[config.mk]
export PLATFORM = sky130hd
export DESIGN_NAME = base64_stream_encoder_flat
export DESIGN_NICKNAME = d
export VERILOG_FILES = /design/src/hw/rtl/b64se_pkg.sv /design/src/hw/rtl/b64se_if.sv /design/src/hw/rtl/base64_stream_encoder.sv /design/src/hw/rtl/b64se_front.sv /design/src/hw/rtl/b64se_queue.sv /design/src/hw/rtl/b64se_back.sv /design/src/flat_wrapper.sv
export VERILOG_INCLUDE_DIRS = /design/src /design/src/hw/rtl
export SDC_FILE = /design/constraint.sdc
export NUM_CORES = 1
export LEC_CHECK = 0
export ABC_AREA = 1
export BUFFER_PORTS_ARGS = -buffer_cell sky130_fd_sc_hd__buf_2
export CAP_MARGIN = 20
export CORE_UTILIZATION = 45
export CTS_CLUSTER_DIAMETER = 60
export DETAILED_ROUTE_END_ITERATION = 6
export SYNTH_ARGS = -nofsm -noshare
export SYNTH_HDL_FRONTEND = slang
export SYNTH_SLANG_ARGS = --single-unit
export TNS_END_PERCENT = 50
[constraint.sdc]
create_clock -name clk -period 5.5 [get_ports clk]
set_clock_uncertainty 0.15 [all_clocks]
set_input_delay 1.1 -clock clk [delete_from_list [all_inputs] [get_ports clk]]
set_output_delay 1.1 -clock clk [all_outputs]
set_load 0.05 [all_outputs]
[src/hw/rtl/base64_stream_encoder_assert.svh]
// ----------------------------------------------------------------------------
// base64 stream encoder assertion macros
// concurrent checks, compiled out when ASSERT_OFF is defined
// ----------------------------------------------------------------------------
`ifndef BASE64_STREAM_ENCODER_ASSERT_SVH
`define BASE64_STREAM_ENCODER_ASSERT_SVH
`ifndef ASSERT_OFF
// same-cycle implication
`define B64_ASSERT_IMPLIES(label, clk, rst_n, a, b) \
	label: assert property (@(posedge clk) disable iff (!(rst_n)) (a) |-> (b)) \
		else $error("implication check failed");
// next-cycle implication
`define B64_ASSERT_NEXT(label, clk, rst_n, a, b) \
	label: assert property (@(posedge clk) disable iff (!(rst_n)) (a) |=> (b)) \
		else $error("next-cycle check failed");
`else
`define B64_ASSERT_IMPLIES(label, clk, rst_n, a, b)
`define B64_ASSERT_NEXT(label, clk, rst_n, a, b)
`endif
`endif

[src/hw/rtl/b64se_pkg.sv]
// ----------------------------------------------------------------------------
// b64se_pkg
// shared types, constants and the alphabet lookup of the base64 encoder
// ----------------------------------------------------------------------------
`default_nettype none

package b64se_pkg;

	// group queue geometry
	localparam int QUEUE_DEPTH = 2;
	localparam int QPTR_W      = $clog2(QUEUE_DEPTH);
	localparam int QCNT_W      = $clog2(QUEUE_DEPTH + 1);

	// pad character
	localparam logic [7:0] PAD_CHAR = 8'h3D;

	// position within the 3-byte group
	typedef enum logic [1:0] {
		POS_FIRST  = 2'd0,
		POS_SECOND = 2'd1,
		POS_THIRD  = 2'd2
	} group_pos_t;

	// one closed group handed from front to back
	typedef struct packed {
		logic [23:0] bits;     // first byte in 23:16
		logic [1:0]  n_bytes;  // 1..3 input bytes in the group
		logic        last;     // group closes the message
	} group_t;

	// queue status seen by front and back
	typedef struct packed {
		logic full;
		logic empty;
	} queue_status_t;

	// sextet to ascii, standard alphabet
	function automatic logic [7:0] sextet_char(input logic [5:0] v);
		logic [7:0] c;
		priority if (v < 6'd26) begin
			c = 8'h41 + {2'b00, v};
		end else if (v < 6'd52) begin
			c = 8'h61 + {2'b00, v} - 8'd26;
		end else if (v < 6'd62) begin
			c = 8'h30 + {2'b00, v} - 8'd52;
		end else if (v == 6'd62) begin
			c = 8'h2B;
		end else begin
			c = 8'h2F;
		end
		return c;
	endfunction

endpackage

`default_nettype wire

[src/hw/rtl/b64se_if.sv]
// ----------------------------------------------------------------------------
// b64se channel interfaces
// valid/ready channels for raw bytes in and encoded characters out
// ----------------------------------------------------------------------------
`default_nettype none

interface b64se_byte_if;
	logic       valid;
	logic       ready;
	logic [7:0] data_byte;
	logic       final_byte;

	modport source (output valid, output data_byte, output final_byte, input ready);
	modport sink   (input valid, input data_byte, input final_byte, output ready);
endinterface

interface b64se_char_if;
	logic       valid;
	logic       ready;
	logic [7:0] out_char;
	logic       end_of_text;

	modport source (output valid, output out_char, output end_of_text, input ready);
	modport sink   (input valid, input out_char, input end_of_text, output ready);
endinterface

`default_nettype wire

[src/hw/rtl/base64_stream_encoder.sv]
// ----------------------------------------------------------------------------
// base64_stream_encoder
// streaming base64 encoder, standard alphabet with '=' padding
// ----------------------------------------------------------------------------
//  channel  dir  payload                  accept
//  bytes    in   data_byte, final_byte    valid && ready
//  chars    out  out_char, end_of_text    valid && ready
//
//  bytes are taken one per cycle while the two-entry group queue has room
//  each closed group leaves as four characters, one per cycle while
//  chars.ready is high, from the back serializer, which takes the next
//  queued group as it sends the last character of the current one
//  reset clears the group position, queue pointers and serializer at once
//  a stalled chars side fills the queue, then drops bytes.ready
// ----------------------------------------------------------------------------
`default_nettype none
`include "base64_stream_encoder_assert.svh"

module base64_stream_encoder (
	input  wire           clk,
	input  wire           arst_n,
	b64se_byte_if.sink    bytes,
	b64se_char_if.source  chars
);

	b64se_pkg::queue_status_t q_status;
	b64se_pkg::group_t        push_group;
	b64se_pkg::group_t        pop_group;
	logic                     push;
	logic                     pop;

	// byte gathering
	b64se_front u_front (
		.clk        (clk),
		.arst_n     (arst_n),
		.bytes      (bytes),
		.q_status   (q_status),
		.push       (push),
		.push_group (push_group)
	);

	// group queue
	b64se_queue u_queue (
		.clk        (clk),
		.arst_n     (arst_n),
		.push       (push),
		.push_group (push_group),
		.pop        (pop),
		.pop_group  (pop_group),
		.status     (q_status)
	);

	// character serializer
	b64se_back u_back (
		.clk       (clk),
		.arst_n    (arst_n),
		.q_status  (q_status),
		.pop_group (pop_group),
		.pop       (pop),
		.chars     (chars)
	);

	// no push into a full queue
	`B64_ASSERT_IMPLIES(a_no_overflow, clk, arst_n, push, !q_status.full)
	// every pushed group holds one to three bytes
	`B64_ASSERT_IMPLIES(a_group_size, clk, arst_n, push, push_group.n_bytes != 2'd0)
	// the output goes idle after the message end when nothing is queued
	`B64_ASSERT_NEXT(a_idle_after_end, clk, arst_n,
		chars.valid && chars.ready && chars.end_of_text && q_status.empty, !chars.valid)

endmodule

`default_nettype wire

[src/hw/rtl/b64se_front.sv]
// ----------------------------------------------------------------------------
// b64se_front
// gathers bytes into 3-byte groups and pushes closed groups to the queue
// ----------------------------------------------------------------------------
`default_nettype none

module b64se_front (
	input  wire                    clk,
	input  wire                    arst_n,
	b64se_byte_if.sink             bytes,
	input  b64se_pkg::queue_status_t q_status,
	output logic                   push,
	output b64se_pkg::group_t      push_group
);

	b64se_pkg::group_pos_t pos_q;
	logic [15:0]           held_q;
	logic                  accept;
	logic                  closes;

	// take a word whenever the queue has room
	assign bytes.ready = !q_status.full;
	assign accept      = bytes.valid && bytes.ready;

	// group closes on the third byte or on the final byte
	assign closes = bytes.final_byte || (pos_q == b64se_pkg::POS_THIRD);
	assign push   = accept && closes;

	// assemble the closed group
	always_comb begin
		push_group.last = bytes.final_byte;
		unique case (pos_q)
			b64se_pkg::POS_SECOND: begin
				push_group.bits    = {held_q[15:8], bytes.data_byte, 8'h00};
				push_group.n_bytes = 2'd2;
			end
			b64se_pkg::POS_THIRD: begin
				push_group.bits    = {held_q, bytes.data_byte};
				push_group.n_bytes = 2'd3;
			end
			default: begin
				push_group.bits    = {bytes.data_byte, 16'h0000};
				push_group.n_bytes = 2'd1;
			end
		endcase
	end

	// position and held bytes
	always_ff @(posedge clk or negedge arst_n) begin
		if (!arst_n) begin
			pos_q  <= b64se_pkg::POS_FIRST;
			held_q <= 16'h0000;
		end else if (accept) begin
			if (closes) begin
				pos_q  <= b64se_pkg::POS_FIRST;
				held_q <= 16'h0000;
			end else if (pos_q == b64se_pkg::POS_SECOND) begin
				pos_q  <= b64se_pkg::POS_THIRD;
				held_q <= {held_q[15:8], bytes.data_byte};
			end else begin
				pos_q  <= b64se_pkg::POS_SECOND;
				held_q <= {bytes.data_byte, 8'h00};
			end
		end
	end

endmodule

`default_nettype wire

[src/hw/rtl/b64se_queue.sv]
// ----------------------------------------------------------------------------
// b64se_queue
// short fifo of closed groups between front and back
// ----------------------------------------------------------------------------
`default_nettype none

module b64se_queue (
	input  wire                      clk,
	input  wire                      arst_n,
	input  wire                      push,
	input  b64se_pkg::group_t        push_group,
	input  wire                      pop,
	output b64se_pkg::group_t        pop_group,
	output b64se_pkg::queue_status_t status
);

	b64se_pkg::group_t                  entry_q [b64se_pkg::QUEUE_DEPTH];
	logic [b64se_pkg::QPTR_W-1:0]       wr_ptr_q;
	logic [b64se_pkg::QPTR_W-1:0]       rd_ptr_q;
	logic [b64se_pkg::QCNT_W-1:0]       count_q;
	logic                               do_push;
	logic                               do_pop;

	assign status.full  = (count_q == b64se_pkg::QCNT_W'(b64se_pkg::QUEUE_DEPTH));
	assign status.empty = (count_q == '0);
	assign do_push      = push && !status.full;
	assign do_pop       = pop && !status.empty;
	assign pop_group    = entry_q[rd_ptr_q];

	// pointer wrap
	function automatic logic [b64se_pkg::QPTR_W-1:0] next_ptr(
		input logic [b64se_pkg::QPTR_W-1:0] p
	);
		logic [b64se_pkg::QPTR_W-1:0] n;
		if (p == b64se_pkg::QPTR_W'(b64se_pkg::QUEUE_DEPTH - 1)) begin
			n = '0;
		end else begin
			n = p + 1'b1;
		end
		return n;
	endfunction

	// storage
	always_ff @(posedge clk) begin
		if (do_push) begin
			entry_q[wr_ptr_q] <= push_group;
		end
	end

	// pointers and fill count
	always_ff @(posedge clk or negedge arst_n) begin
		if (!arst_n) begin
			wr_ptr_q <= '0;
			rd_ptr_q <= '0;
			count_q  <= '0;
		end else begin
			if (do_push) begin
				wr_ptr_q <= next_ptr(wr_ptr_q);
			end
			if (do_pop) begin
				rd_ptr_q <= next_ptr(rd_ptr_q);
			end
			if (do_push && !do_pop) begin
				count_q <= count_q + 1'b1;
			end else if (do_pop && !do_push) begin
				count_q <= count_q - 1'b1;
			end
		end
	end

endmodule

`default_nettype wire

[src/hw/rtl/b64se_back.sv]
// ----------------------------------------------------------------------------
// b64se_back
// serializes one group into four characters, one word per cycle while chars.ready is high
// ----------------------------------------------------------------------------
`default_nettype none

module b64se_back (
	input  wire                      clk,
	input  wire                      arst_n,
	input  b64se_pkg::queue_status_t q_status,
	input  b64se_pkg::group_t        pop_group,
	output logic                     pop,
	b64se_char_if.source             chars
);

	b64se_pkg::group_t grp_q;
	logic              busy_q;
	logic [1:0]        idx_q;
	logic              fire;
	logic              group_done;
	logic [5:0]        sextet;

	assign fire       = chars.valid && chars.ready;
	assign group_done = fire && (idx_q == 2'd3);
	assign pop        = !q_status.empty && (!busy_q || group_done);

	// sextet of the current character, most significant first
	always_comb begin
		unique case (idx_q)
			2'd0:    sextet = grp_q.bits[23:18];
			2'd1:    sextet = grp_q.bits[17:12];
			2'd2:    sextet = grp_q.bits[11:6];
			default: sextet = grp_q.bits[5:0];
		endcase
	end

	// output word from the held group
	assign chars.valid       = busy_q;
	assign chars.out_char    = (idx_q <= grp_q.n_bytes) ? b64se_pkg::sextet_char(sextet)
	                                                   : b64se_pkg::PAD_CHAR;
	assign chars.end_of_text = grp_q.last && (idx_q == 2'd3);

	// group register
	always_ff @(posedge clk) begin
		if (pop) begin
			grp_q <= pop_group;
		end
	end

	// character counter and busy flag
	always_ff @(posedge clk or negedge arst_n) begin
		if (!arst_n) begin
			busy_q <= 1'b0;
			idx_q  <= 2'd0;
		end else if (pop) begin
			busy_q <= 1'b1;
			idx_q  <= 2'd0;
		end else if (group_done) begin
			busy_q <= 1'b0;
			idx_q  <= 2'd0;
		end else if (fire) begin
			idx_q <= idx_q + 2'd1;
		end
	end

endmodule

`default_nettype wire
[src/flat_wrapper.sv]
// flat-port wrapper written by rule: the top's interface ports become plain ports
module base64_stream_encoder_flat 
  (clk, arst_n, bytes_valid, bytes_data_byte, bytes_final_byte, bytes_ready, chars_valid, chars_out_char, chars_end_of_text, chars_ready);
  b64se_byte_if bytes_i ();
  b64se_char_if chars_i ();
  input  wire clk;
  input  wire arst_n;
  input wire logic [$bits(bytes_i.valid)-1:0] bytes_valid;
  input wire logic [$bits(bytes_i.data_byte)-1:0] bytes_data_byte;
  input wire logic [$bits(bytes_i.final_byte)-1:0] bytes_final_byte;
  output wire logic [$bits(bytes_i.ready)-1:0] bytes_ready;
  output wire logic [$bits(chars_i.valid)-1:0] chars_valid;
  output wire logic [$bits(chars_i.out_char)-1:0] chars_out_char;
  output wire logic [$bits(chars_i.end_of_text)-1:0] chars_end_of_text;
  input wire logic [$bits(chars_i.ready)-1:0] chars_ready;
  assign bytes_i.valid = bytes_valid;
  assign bytes_i.data_byte = bytes_data_byte;
  assign bytes_i.final_byte = bytes_final_byte;
  assign bytes_ready = bytes_i.ready;
  assign chars_valid = chars_i.valid;
  assign chars_out_char = chars_i.out_char;
  assign chars_end_of_text = chars_i.end_of_text;
  assign chars_i.ready = chars_ready;
  base64_stream_encoder u_core (.clk(clk), .arst_n(arst_n), .bytes(bytes_i), .chars(chars_i));
endmodule
### After elaboration in Yosys (flattened, before gate mapping)

Memories as Yosys holds them, arrays and structs flattened. A register that Yosys moved wholly into a read port is not among the register bits.
Index checks and enable logic that the tools add are counted.

* eq/ne operators: 8
* reduce and logical (&&, ||, !) cells: 23
* magnitude comparators: 4
* multiplexer cells: 22
* add/subtract/negate cells: 10

Operators with widths (count)
* $pmux 26 s2: 1
* $mux 16: 2
* $mux 8: 4
* $pmux 6 s3: 1
* $add 7x6->8 const A: 2
* $mux 2: 7
* $lt 6x6->1 const B: 2
* $logic_and 1x1->1: 10
* $eq 2x2->1 const B: 4
* $sub 7x6->8 const B: 1
* $sub 8x5->8 const B: 1
* $add 6x6->7 const A: 1
* $eq 6x6->1 const B: 1
* $lt 6x5->1 const B: 1
* $mux 1: 6
* $logic_not 1->1: 5
* $add 2x1->2 const B: 2
* $eq 2x1->1 const B: 2
* $logic_not 2->1: 2
* $reduce_bool 2->1: 2
* $mux 3: 1
* $reduce_bool 3->1: 1
* $add 1x1->1 const B: 2
* $le 2x2->1: 1
* other kinds (4): 5

* input port bits: 13
* memories: 1
* bits in registers: 25
* bits in writable memories: 54
* logic and storage cells: 76
* output and inout port bits: 11

Memories
* u_core.u_queue.entry_q: depth 2, bits a word 27, rd ports 1, clocked after Yosys merged registers in 1, write ports 1, line b64se_queue.sv:17 `b64se_pkg::group_t entry_q [b64se_pkg::QUEUE_DEPTH];`

### Depth between registers and ports, before layout

Gate-level depths: netlist of the first run.

* depth in word-level cells: 9
* depth in mapped cells: 16
* mapped depth without buffers: 16

### Cells and area by module

A second synthesis of the first run with hierarchy kept.

* cells, all modules: 517
* area, all modules: 5009.8 um^2

By module, submodules not included
* b64se_queue: area each 2192.1 um^2, sequential area each 1721.7 um^2, times used 1, cells an instance 172
* b64se_back: area each 1699.1 um^2, sequential area each 885.8 um^2, times used 1, cells an instance 180
* b64se_front: area each 1118.6 um^2, sequential area each 450.4 um^2, times used 1, cells an instance 165

### Least setup slack after synthesis of the first run

No wires, ideal clock.

* kind: register -> output
* start point: reg u_core.u_back.idx_q[1]
* end point: out chars_out_char[1]
* data required time: 4250 ps
* path slack: 2015 ps
* buffers on the path: 1
* data arrival time: 2235 ps
* cell stages (with the launch flop): 11
* path through: dfrtp_1 ha_1 inv_2 buf_12 nand2_1 o21bai_2 inv_2 ha_1 nand3_1 nand2_1 nor2_1

* longest elaborated chain between the ends: 8
* elaborated cells on any way between the ends: 17
* classes of those cells: add/sub (5); order compare (4); eq/ne (2); mux (5); reduce/logical (1)

RTL lines
* from (decl): line b64se_back.sv:18 `logic [1:0] idx_q;`
* from (signal assigned): line b64se_back.sv:62 `idx_q <= idx_q + 2'd1;`
* $eq 2x2->1, or another cell as far along: line b64se_back.sv:29 `unique case (idx_q)`
* $pmux 6 s3: line b64se_back.sv:29
* $add 6x6->7: line b64se_pkg.sv:45 `c = 8'h30 + {2'b00, v} - 8'd52;`
* $sub 7x6->8: line b64se_pkg.sv:45
* $mux 8: line b64se_pkg.sv:44 `end else if (v < 6'd62) begin`
* $mux 8: line b64se_pkg.sv:42 `end else if (v < 6'd52) begin`
* $mux 8: line b64se_pkg.sv:40 `priority if (v < 6'd26) begin`
* $mux 8 *: line b64se_back.sv:39 `assign chars.out_char = (idx_q <= grp_q.n_bytes) ? b64se_pkg::sextet_char(sextet)`
* to (decl): line flat_wrapper.sv:13 `output wire logic [$bits(chars_i.out_char)-1:0] chars_out_char;`

Mark *: on every way between the ends. The rest lies on a longest branch, timed or not.

### Final worst setup path of the first run

* start point: reg u_core.u_back.idx_q[1]
* end point: out chars_out_char[2]

* longest elaborated chain between the ends: 8
* elaborated cells on any way between the ends: 19
* classes of those cells: add/sub (5); order compare (4); eq/ne (3); mux (6); reduce/logical (1)

RTL lines (line)
* $eq 2x2->1, or another cell as far along: b64se_back.sv:29
* $pmux 6 s3: b64se_back.sv:29
* $add 6x6->7 or $eq 6x6->1 (tied branches): b64se_pkg.sv:45, b64se_pkg.sv:46
* $sub 7x6->8 or $mux 3 (tied branches): b64se_pkg.sv:45, b64se_pkg.sv:46
* $mux 8: b64se_pkg.sv:44
* $mux 8: b64se_pkg.sv:42
* $mux 8: b64se_pkg.sv:40
* $mux 8 *: b64se_back.sv:39

Marked as above.

==> results of run 1 <==
-- kinds of logic after synthesis --
group	count (synthesis)	synth area share [%]
AND/OR/NAND/NOR	234	20.9
flip-flops	106	62.8
buffers and inverters	63	5.32
AO/OA/AOI/OAI	53	7.07
adder cells (fa/ha/maj)	12	3.08
XOR/XNOR	4	0.720
other	1	0.0770
-- layout make-up --
class / count / area share, %
clock buffers: 11 / 2.46
inverters: 49 / 3.45
clock inverters: 5 / 1.92
flip-flops and latches: 106 / 57.3
repair buffers: 25 / 2.49
multi-input cells: 304 / 29.2
well taps: 136 / 3.19
-- layout by cell type (no fill, tap or decap), drive strengths merged --
cell type	netlist	final
clkinvlp	0	1
or2	3	3
nand3b	1	1
dfrtp	25	25
clkinv	1	2
nand3	28	28
nand2	180	180
bufinv	0	3
clkbuf	10	11
edfxtp	81	81
xor2	2	2
o22ai	8	8
ha	12	12
nand4	1	1
nor2	21	21
inv	48	48
a22oi	1	1
conb	1	1
o21bai	4	4
o21ai	27	27
buf	4	25
xnor2	2	2
a21oi	13	13
-- flip-flops by register name (all words and copies together), names as in the netlist --
register	count
u_core.u_back.grp_q	27
u_core.u_back.idx_q	2
u_core.u_queue.entry_q	54
u_core.u_queue.wr_ptr_q	1
u_core.u_back.chars.valid	1
u_core.u_queue.rd_ptr_q	1
u_core.u_queue.count_q	2
u_core.u_front.held_q	16
u_core.u_front.pos_q	2
-- worst max path at each step --
stage | startpoint | to | slack, ns | cells past startpoint
4_1_cts | u_core.u_back.idx_q[1]$_DFFE_PN0P_ | chars_out_char[2] | 1.55 | 14
6_report | u_core.u_back.idx_q[1]$_DFFE_PN0P_ | chars_out_char[2] | 1.55 | 14
2_1_floorplan | u_core.u_back.idx_q[1]$_DFFE_PN0P_ | chars_out_char[1] | 2.01 | 10
3_5_place_dp | u_core.u_back.idx_q[1]$_DFFE_PN0P_ | chars_out_char[2] | 1.96 | 14
3_3_place_gp | u_core.u_back.idx_q[1]$_DFFE_PN0P_ | chars_out_char[2] | 2.03 | 10
5_1_grt | u_core.u_back.idx_q[1]$_DFFE_PN0P_ | chars_out_char[2] | 1.31 | 14
-- stage by stage --
step	instance area [um2]	std cells	power [uW]	hold slack, ns	utilization, %
after floorplan	4870	473	2500	0.309	-
after CTS	5340	636	3410	0.355	51.2
after global routing	5340	636	3650	0.380	51.2
final	5340	636	3380	0.354	51.2
after global placement	5100	620	2840	0.323	49.0
after detailed placement	5100	620	2860	0.331	49.0
-- critical path, stage by stage, from the launching register on --
cell,delay [ns]
dfrtp_1,0.43
ha_1,0.25
inv_2,0.33
nand2_1,0.13
o21bai_2,0.24
inv_2,0.08
ha_1,0.22
inv_1,0.06
nand2_1,0.04
nand2_1,0.07
nand3_1,0.08
nand2_1,0.06
inv_1,0.04
nand2_1,0.05
buf_2,0.25
-- per-layer routing --
layer  share of wire [%]  up-vias  global-route usage (%)
met3                 2.6       23                    3.00
met1                  47     1458                    22.9
met5                   0        -                       0
li1                    -     1598                       -
met2                  47       61                    29.1
met4                 3.4        0                    9.13
-- Yosys cell counts (3+ instances only) --
cell type,n,area [um2]
a21oi_1,11,55.1
clkbuf_1,10,37.5
dfrtp_1,25,626
edfxtp_1,81,2430
ha_1,12,150
inv_1,43,161
inv_2,5,18.8
nand2_1,170,638
nand2_2,6,37.5
nand2_4,4,45.0
nand3_1,28,140
nor2_1,15,56.3
nor2_4,3,33.8
o21ai_0,15,75.1
o21ai_1,11,55.1
o21bai_4,3,56.3
o22ai_1,8,50.1
-- power breakdown --
group / internal, uW / switching, uW
Sequential: 1130 / 76.5
Clock: 302 / 245
Combinational: 450 / 1180
Total: 1880 / 1500
==> flow_summary_export.csv, run 1 <==
group,metric,value,unit
run_status,outcome,"complete, no violations",
worst_setup_path,crit_type,"flop to primary output",
grt,grt_overflow,0,
worst_hold_path,hold_start,"u_core.u_front.held_q[7]$_DFFE_PN0P_",
place,place_ws,1.96,ns
grt,grt_pass1_wl,15200,um
drt,firstDrtPassIters,4,
final_layout,diodes,0,
power_and_ir_drop,power_per_cell_area,634,mW/mm2
grt,grt_pass1_vias,3059,
final_layout,regArea,0.00306,mm2
worst_hold_path,hp-class,"flop to flop",
synth,synth_edf_count,81,
power_and_ir_drop,peakVddDrop,0.595,mV
final_layout,syn_to_final_growth,9.59,%
drt,routed_wirelength,8980,um
clocking,cts_setup_buffers,0,
floorplan,pin_count,24,
timing,maxSlewHeadroom,37.5,%
clocking,cts_num_sinks,106,
synth,syn_nets,498,
timing,finalCritPeriodShare,71.9,%
worst_setup_path,worstReg2RegEnd,"u_core.u_back.grp_q[13]$_DFFE_PP_",
clocking,cts_buffers,9,
clocking,root_buffer,"clkbuf_8",
synth,async_reset_ff_share,23.6,%
floorplan,die_y,106,um
synth,synth_cell_types,34,
worst_setup_path,reg2reg_from,"u_core.u_back.idx_q[1]$_DFFE_PN0P_",
timing,drv_slew,0,
drt,drt_iter0_markers,237,
floorplan,coreArea,0.0104,mm2
grt,grt_max_degree,29,
floorplan,dieArea,0.0112,mm2
grt,grt_usage,17.8,%
synth,ys.flop_type,"edfxtp_1",
timing,fmax,0.253,GHz
drt,routed-via-count,3140,
floorplan,num_rows,37,
worst_setup_path,critical_path.startpoint_type,"flop",
timing,setup_violations,0,
timing,tightest_slew,0.936,ns
drt,antenna_left,0,
clocking,cts_tree,"done",
clocking,cts_max_path_buffers,2,
grt,antenna_found_initial,0,
clocking,h-tree-depth,3,
timing,setup_tns,0,ns
worst_setup_path,reg2reg_depth,5,
synth,yosys_warnings,0,
run,drv_cap,0,
drt,drcViolationCount,0,
drt,viasPerCell,4.94,
synth,syn_inst,473,
worst_setup_path,cp.arrival,2.70,ns
synth,post_synth.cell_area_avg,10.3,um2
worst_hold_path,hold_path_depth,2,
clocking,clk_pin_slew,0.10,ns
drt,wl_per_cell,14.1,um
worst_setup_path,cp_max_fo,14,
place,gp_congestion,0.832,
synth,synth_seq_area_share,62.8,%
floorplan,die-width,106,um
synth,synth_seq_cells,106,
worst_setup_path,cp.required,4.25,ns
place,portBuffers,22,
worst_hold_path,min_delay_worst_endpoint,"u_core.u_front.held_q[7]$_DFFE_PN0P_",
final_layout,layout.nets,520,
timing,fin_crit,3.95,ns
floorplan,start_util,46.7,%
final_layout,multi_input_comb_area,0.00156,mm2
clocking,clock_latency,0.36,ns
final_layout,drive_gt1_share,14.4,%
clocking,cts_hold_buf,0,
clocking,cts_resized,0,
place,dp_hpwl,6520,um
timing,rsz0062_at_grt,"no",
synth,synth_area,0.00487,mm2
worst_setup_path,rrSetupSlack,2.87,ns
final_layout,num-fill-cells,942,
timing,finalWorstSetupSlack,1.55,ns
timing,finalHoldViolations,0,
worst_setup_path,crit_path_end_kind,"primary output",
power_and_ir_drop,p_leak,0.00230,uW
Note: power is estimated with default switching activity, not from simulation.
==> run 2, diff against run 1 <==
Clock period 5.5 ns to 3.5 ns, I/O delays scaled along.
==> run 2 against run 1 <==
Clock power increased by 27%. Die area unchanged. Non-clock buffer count increased by 4. First-iteration DRC count decreased by 17%. Wire length increased by 0.62%. Sequential share of layout area decreased by 0.25 points. Largest cell class unchanged. Count of clock-buffer cells in the layout decreased by 2. Power increased by 55%. Critical path depth decreased by 1. Via count decreased by 1.8%.
==> flow_summary_export.csv, run 2 (same netlist as run 1, synthesis figures left out) <==
group,metric,value,unit
final_layout,top_regs,"u_core.u_queue.entry_q: 54 flops, u_core.u_back.grp_q: 27 flops, u_core.u_front.held_q: 16 flops",
place,placedInstanceArea,0.00512,mm2
final_layout,multi_input_comb_area,0.00159,mm2
final_layout,final_common_cell,"nand2_1",
final_layout,regArea,0.00306,mm2
clocking,cts_max_path_buffers,2,
power_and_ir_drop,peakVddDrop,1.01,mV
grt,grt_overflow,0,
clocking,h-tree-depth,3,
place,gp_congestion,0.876,
worst_setup_path,cp_max_fo,6,
floorplan,coreArea,0.0104,mm2
timing,drv_slew,0,
run_status,outcome,"complete, no violations",
grt,grt_usage,17.5,%
floorplan,dieArea,0.0112,mm2
clocking,cts_hold_buf,0,
drt,routed-via-count,3082,
final_layout,regMostFlops,"u_core.u_queue.entry_q",
worst_setup_path,cp.required,2.65,ns
clocking,cts_num_sinks,106,
worst_setup_path,rrSetupSlack,0.82,ns
floorplan,die-width,106,um
final_layout,largest_register_ffs,54,
final_layout,syn_to_final_growth,10.1,%
place,dp_hpwl,6560,um
drt,drt_iter0_markers,196,
floorplan,pin_count,24,
timing,setup_violations,0,
final_layout,final_area,0.00536,mm2
timing,tightest_slew,0.626,ns
drt,drcViolationCount,0,
drt,antenna_left,0,
drt,viasPerCell,4.82,
final_layout,layout.nets,524,
clocking,cts_tree,"done",
worst_setup_path,path_cells,"inv_1 -> ha_4 -> nand2_1 -> nand2_1 -> inv_1 -> nand2_1 -> nand2_4 -> ha_1 -> or2_2 -> nand3_1 -> nand3_1 -> nand2_1 -> clkbuf_4",
timing,finalHoldViolations,0,
clocking,clk_pin_slew,0.11,ns
drt,routed_wirelength,9030,um
floorplan,start_util,46.7,%
clocking,clock_latency,0.36,ns
worst_setup_path,cpMostUsedCell,"nand2_1",
final_layout,final_cells,640,
place,portBuffers,22,
worst_setup_path,cp.arrival,2.47,ns
floorplan,die_y,106,um
drt,firstDrtPassIters,4,
worst_hold_path,hp-class,"input port to asynchronous set/reset pin",
worst_setup_path,crit_type,"flop to primary output",
run,drv_cap,0,
worst_setup_path,worstReg2RegEnd,"u_core.u_queue.entry_q[0][12]$_DFFE_PP_",
floorplan,num_rows,37,
final_layout,num-fill-cells,981,
final_layout,layout_common_cells,"nand2_1 (170), edfxtp_1 (81), inv_1 (42), nand3_1 (28), dfrtp_1 (25)",
worst_setup_path,critPathMaxStageDelay,0.45,ns
power_and_ir_drop,power_per_cell_area,980,mW/mm2
final_layout,drive_gt1_share,16.3,%
grt,grt_pass1_vias,2994,
worst_setup_path,cp_slowest_cell,"dfrtp_1",
grt,antenna_found_initial,0,
timing,fin_crit,3.32,ns
timing,fmax,0.301,GHz
timing,finalCritPeriodShare,95.0,%
worst_setup_path,crit_path_end_kind,"primary output",
timing,maxSlewHeadroom,58.3,%
worst_setup_path,reg2reg_from,"u_core.u_front.pos_q[0]$_DFFE_PN0P_",
power_and_ir_drop,p_leak,0.00230,uW
clocking,root_buffer,"clkbuf_8",
grt,grt_pass1_wl,15000,um
place,numPlacedInstances,623,
worst_setup_path,critical_path.startpoint_type,"flop",
grt,grt_max_degree,29,
worst_setup_path,reg2reg_depth,7,
clocking,cts_buffers,9,
drt,wl_per_cell,14.1,um
final_layout,diodes,0,
[run 2: layout make-up]
cell class	count	share of cell area [%]
clock buffer	9	2.31
sequential	106	57.1
inverter	49	3.48
tap	136	3.18
clock inverter	7	1.10
multi-input combinational	304	29.7
timing repair buffer	29	3.18
[run 2: how the worst max path moves through the flow]
stage	from	to	slack [ns]	depth (start not counted)
finish	u_core.u_back.idx_q[1]$_DFFE_PN0P_	chars_out_char[2]	0.18	13
global route	u_core.u_back.idx_q[1]$_DFFE_PN0P_	chars_out_char[4]	-0.06	14
CTS	u_core.u_back.idx_q[1]$_DFFE_PN0P_	chars_out_char[2]	0.007	14
detailed placement	u_core.u_back.idx_q[1]$_DFFE_PN0P_	chars_out_char[2]	0.43	14
global placement	u_core.u_back.idx_q[1]$_DFFE_PN0P_	chars_out_char[2]	0.47	14
floorplan	u_core.u_back.idx_q[1]$_DFFE_PN0P_	chars_out_char[1]	0.41	10
[run 2: timing repair]
action,4_1_cts,5_1_grt
setup endpoints to repair,0,5
setup buffers,0,1
resized for setup,0,11
[run 2: routing by layer]
metal  vias to the layer above  wire, um  part of all wire (%)  global-route usage [%]
met5                         -         0                     0                       0
met4                         0       206                   2.3                    7.54
li1                       1602         -                     -                       -
met3                        12       191                   2.1                    2.58
met1                      1414      4100                    45                    22.9
met2                        54      4530                    50                    29.1
[run 2: report_power, final]
| part | internal (uW) | switching [uW] | total [uW] |
|---|---|---|---|
| Clock | 272 | 422 | 693 |
| Sequential | 1780 | 123 | 1900 |
| Combinational | 791 | 1870 | 2660 |
[run 2: through the flow]
stage / total power (uW) / utilization (%) / hold WS (ns) / worst slack [ns] / TNS, ns
2_1_floorplan: 3940 / - / 0.254 / 0.415 / 0
3_3_place_gp: 4480 / 49.2 / 0.324 / 0.468 / 0
3_5_place_dp: 4500 / 49.2 / 0.330 / 0.434 / 0
4_1_cts: 5200 / 50.9 / 0.176 / 0.00715 / 0
5_1_grt: 5660 / 51.4 / 0.201 / -0.0553 / -0.0957
6_report: 5250 / 51.4 / 0.174 / 0.175 / 0
[run 2: critical path: cells and delay by family (launching register included)]
kind	cells	cell delay [ns]
adders and majority gates	2	0.39
DFF	1	0.45
and+or+nand+nor	8	0.83
buffers and inverters	3	0.45
==> run 3, diff against run 2 <==
Settings changed: SYNTH_HIERARCHICAL from default to 1.
==> run 3 against run 2 <==
Hold slack gained 0.022 ns. Synthesized cell count increased by 9.3%. Maximum frequency decreased by 1.2%. Sequential share of layout area shrank 1.3 points. Power grew 0.81%. Critical path depth decreased by 3. Setup slack worse by 0.039 ns. Wire length up 6.7%.
==> flow_summary_export.csv, run 3 <==
group,metric,value,unit
run_status,outcome,"complete, no violations",
synth,syn_nets,543,
synth,ys.flop_type,"edfxtp_1",
grt,grt_overflow,0,
worst_setup_path,crit_path_end_kind,"primary output",
place,dp_hpwl,6950,um
timing,drv_slew,0,
synth,synth_edf_count,81,
synth,synth_top_area_share,48.6,%
clocking,cts_max_path_buffers,2,
grt,met1_usage,23.8,%
power_and_ir_drop,p_leak,0.00241,uW
place,gp_congestion,0.890,
final_layout,layout.nets,568,
drt,drt_iter0_markers,318,
grt,grt_use_met3,2.36,%
grt,grtUsageMet2,30.8,%
worst_setup_path,cp_max_fo,14,
drt,firstDrtPassIters,5,
synth,synth_cell_types,31,
grt,busiest_layer,"met2",
grt,grt_pass1_wl,16000,um
drt,drcViolationCount,0,
place,portBuffers,22,
synth,synth_common_cells,"nand2_1 (216), edfxtp_1 (81), nand3_1 (29)",
floorplan,dieArea,0.0116,mm2
floorplan,pin_count,24,
clocking,cts_tree,"done",
drt,routed-via-count,3382,
final_layout,final_cells,687,
synth,post_synth.cell_area_avg,9.69,um2
grt,grt_max_degree,30,
final_layout,regMostFlops,"u_core/u_queue/entry_q",
final_layout,diodes,0,
power_and_ir_drop,p_total,5300,uW
clocking,cts_hold_buf,0,
grt,grt_usage,18.3,%
worst_setup_path,critical_path.startpoint_type,"flop",
floorplan,coreArea,0.0108,mm2
synth,yosysMostFrequentCell,"nand2_1",
final_layout,largest_register_ffs,54,
clocking,root_buffer,"clkbuf_8",
clocking,clock_latency,0.36,ns
floorplan,start_util,46.2,%
power_and_ir_drop,power_per_cell_area,965,mW/mm2
floorplan,num_rows,38,
synth,syn_inst,517,
worst_setup_path,cp.arrival,2.51,ns
final_layout,num-fill-cells,1013,
timing,finalCritPeriodShare,96.1,%
synth,synth_area,0.00501,mm2
clocking,cts_buffers,9,
worst_hold_path,hp-class,"input port to asynchronous set/reset pin",
timing,finalHoldViolations,0,
drt,wl_per_cell,14.0,um
synth,yosys_warnings,6,
floorplan,die_y,108,um
synth,synth_seq_area_share,61.0,%
final_layout,final_common_cell,"nand2_1",
clocking,clk_pin_slew,0.11,ns
final_layout,top_regs,"u_core/u_queue/entry_q: 54 flops, u_core/u_back/grp_q: 27 flops, u_core/u_front/held_q: 16 flops",
run,drv_cap,0,
clocking,cts_setup_buffers,0,
drt,antenna_left,0,
final_layout,syn_to_final_growth,9.49,%
place,numPlacedInstances,671,
drt,routed_wirelength,9630,um
grt,grt_pass1_vias,3232,
clocking,cts_resized,0,
timing,setup_violations,0,
drt,viasPerCell,4.92,
synth,synth_seq_cells,106,
grt,antenna_found_initial,0,
final_layout,drive_gt1_share,18.1,%
timing,tightest_slew,0.625,ns
synth,async_reset_ff_share,23.6,%
timing,fmax,0.297,GHz
final_layout,multi_input_comb_area,0.00174,mm2
final_layout,fin_util,50.6,%
power_and_ir_drop,peakVddDrop,1.14,mV
final_layout,regArea,0.00306,mm2
timing,maxSlewHeadroom,58.3,%
clocking,cts_num_sinks,106,
clocking,h-tree-depth,3,
synth,synth.largest_area_cell,"edfxtp_1",
worst_setup_path,cp.required,2.65,ns
floorplan,die-width,108,um
timing,fin_crit,3.36,ns
final_layout,layout_common_cells,"nand2_1 (216), edfxtp_1 (81), nand3_1 (29), inv_1 (25)",
timing,setup_tns,0,ns
synth,synthTopCellsByArea,"edfxtp_1 (49%), nand2_1 (16%), dfrtp_1 (12%), ha_1 (3.2%), nand3_1 (2.9%)",
worst_setup_path,crit_type,"flop to primary output",
## run 3: logic make-up after synthesis
family	synth area share, %
simple gates	25.7
flops	61.0
buf+inv	5.04
compound gates	4.70
fa+ha+maj	3.25
xor+xnor	0.175
other cells	0.0749
## run 3: layer usage
layer,wire (um),share of wire (%)
met1,4430,46
met2,4700,49
met3,280,2.9
met4,221,2.3
met5,0,0
## run 3: layout make-up
type,instances,share of cell area (%)
Sequential cell,106,55.8
Multi-Input combinational cell,354,31.8
Tap cell,140,3.19
Inverter,43,2.99
Timing Repair Buffer,28,2.92
Clock buffer,9,2.26
Clock inverter,7,1.12
## run 3: critical path: stages, from the launching register on
cell,delay (ns)
dfrtp_1,0.45
ha_1,0.27
inv_4,0.17
nor2_1,0.09
o21bai_2,0.21
ha_1,0.21
or2_2,0.29
nand3_1,0.09
nand3_1,0.08
nand2_1,0.06
clkbuf_4,0.22
## run 3: power breakdown
group	internal, uW	switching [uW]	leakage, uW
combinational	768	1950	0.00124
clock	272	421	0.0000936
sequential	1760	128	0.00107
## run 3: metrics by stage
| step | setup WS [ns] | cell area, um2 | hold slack (ns) |
|---|---|---|---|
| 2_1_floorplan | 0.482 | 5010 | 0.254 |
| 3_3_place_gp | 0.528 | 5250 | 0.309 |
| 3_5_place_dp | 0.472 | 5250 | 0.313 |
| 4_1_cts | 0.0464 | 5440 | 0.190 |
| 5_1_grt | -0.00738 | 5490 | 0.226 |
| 6_report | 0.136 | 5490 | 0.196 |
## run 3: final timing paths
| path | start | to | slack (ns) | depth (start not counted) |
|---|---|---|---|---|
| min in group clk | u_core/u_front/held_q[13]$_DFFE_PN0P_ | u_core/u_front/held_q[13]$_DFFE_PN0P_ | 0.33 | 2 |
| worst max register to register | u_core/u_queue/count_q[1]$_DFFE_PN0P_ | u_core/u_queue/entry_q[0][14]$_DFFE_PP_ | 1.13 | 11 |
| max in group asynchronous | arst_n | u_core/u_back/idx_q[1]$_DFFE_PN0P_ | 2.57 | 1 |
| worst min-delay path | arst_n | u_core/u_front/pos_q[0]$_DFFE_PN0P_ | 0.20 | 1 |
| worst max-delay path | u_core/u_back/idx_q[0]$_DFFE_PN0P_ | chars_out_char[2] | 0.14 | 10 |
| worst min register to register | u_core/u_front/held_q[13]$_DFFE_PN0P_ | u_core/u_front/held_q[13]$_DFFE_PN0P_ | 0.33 | 2 |
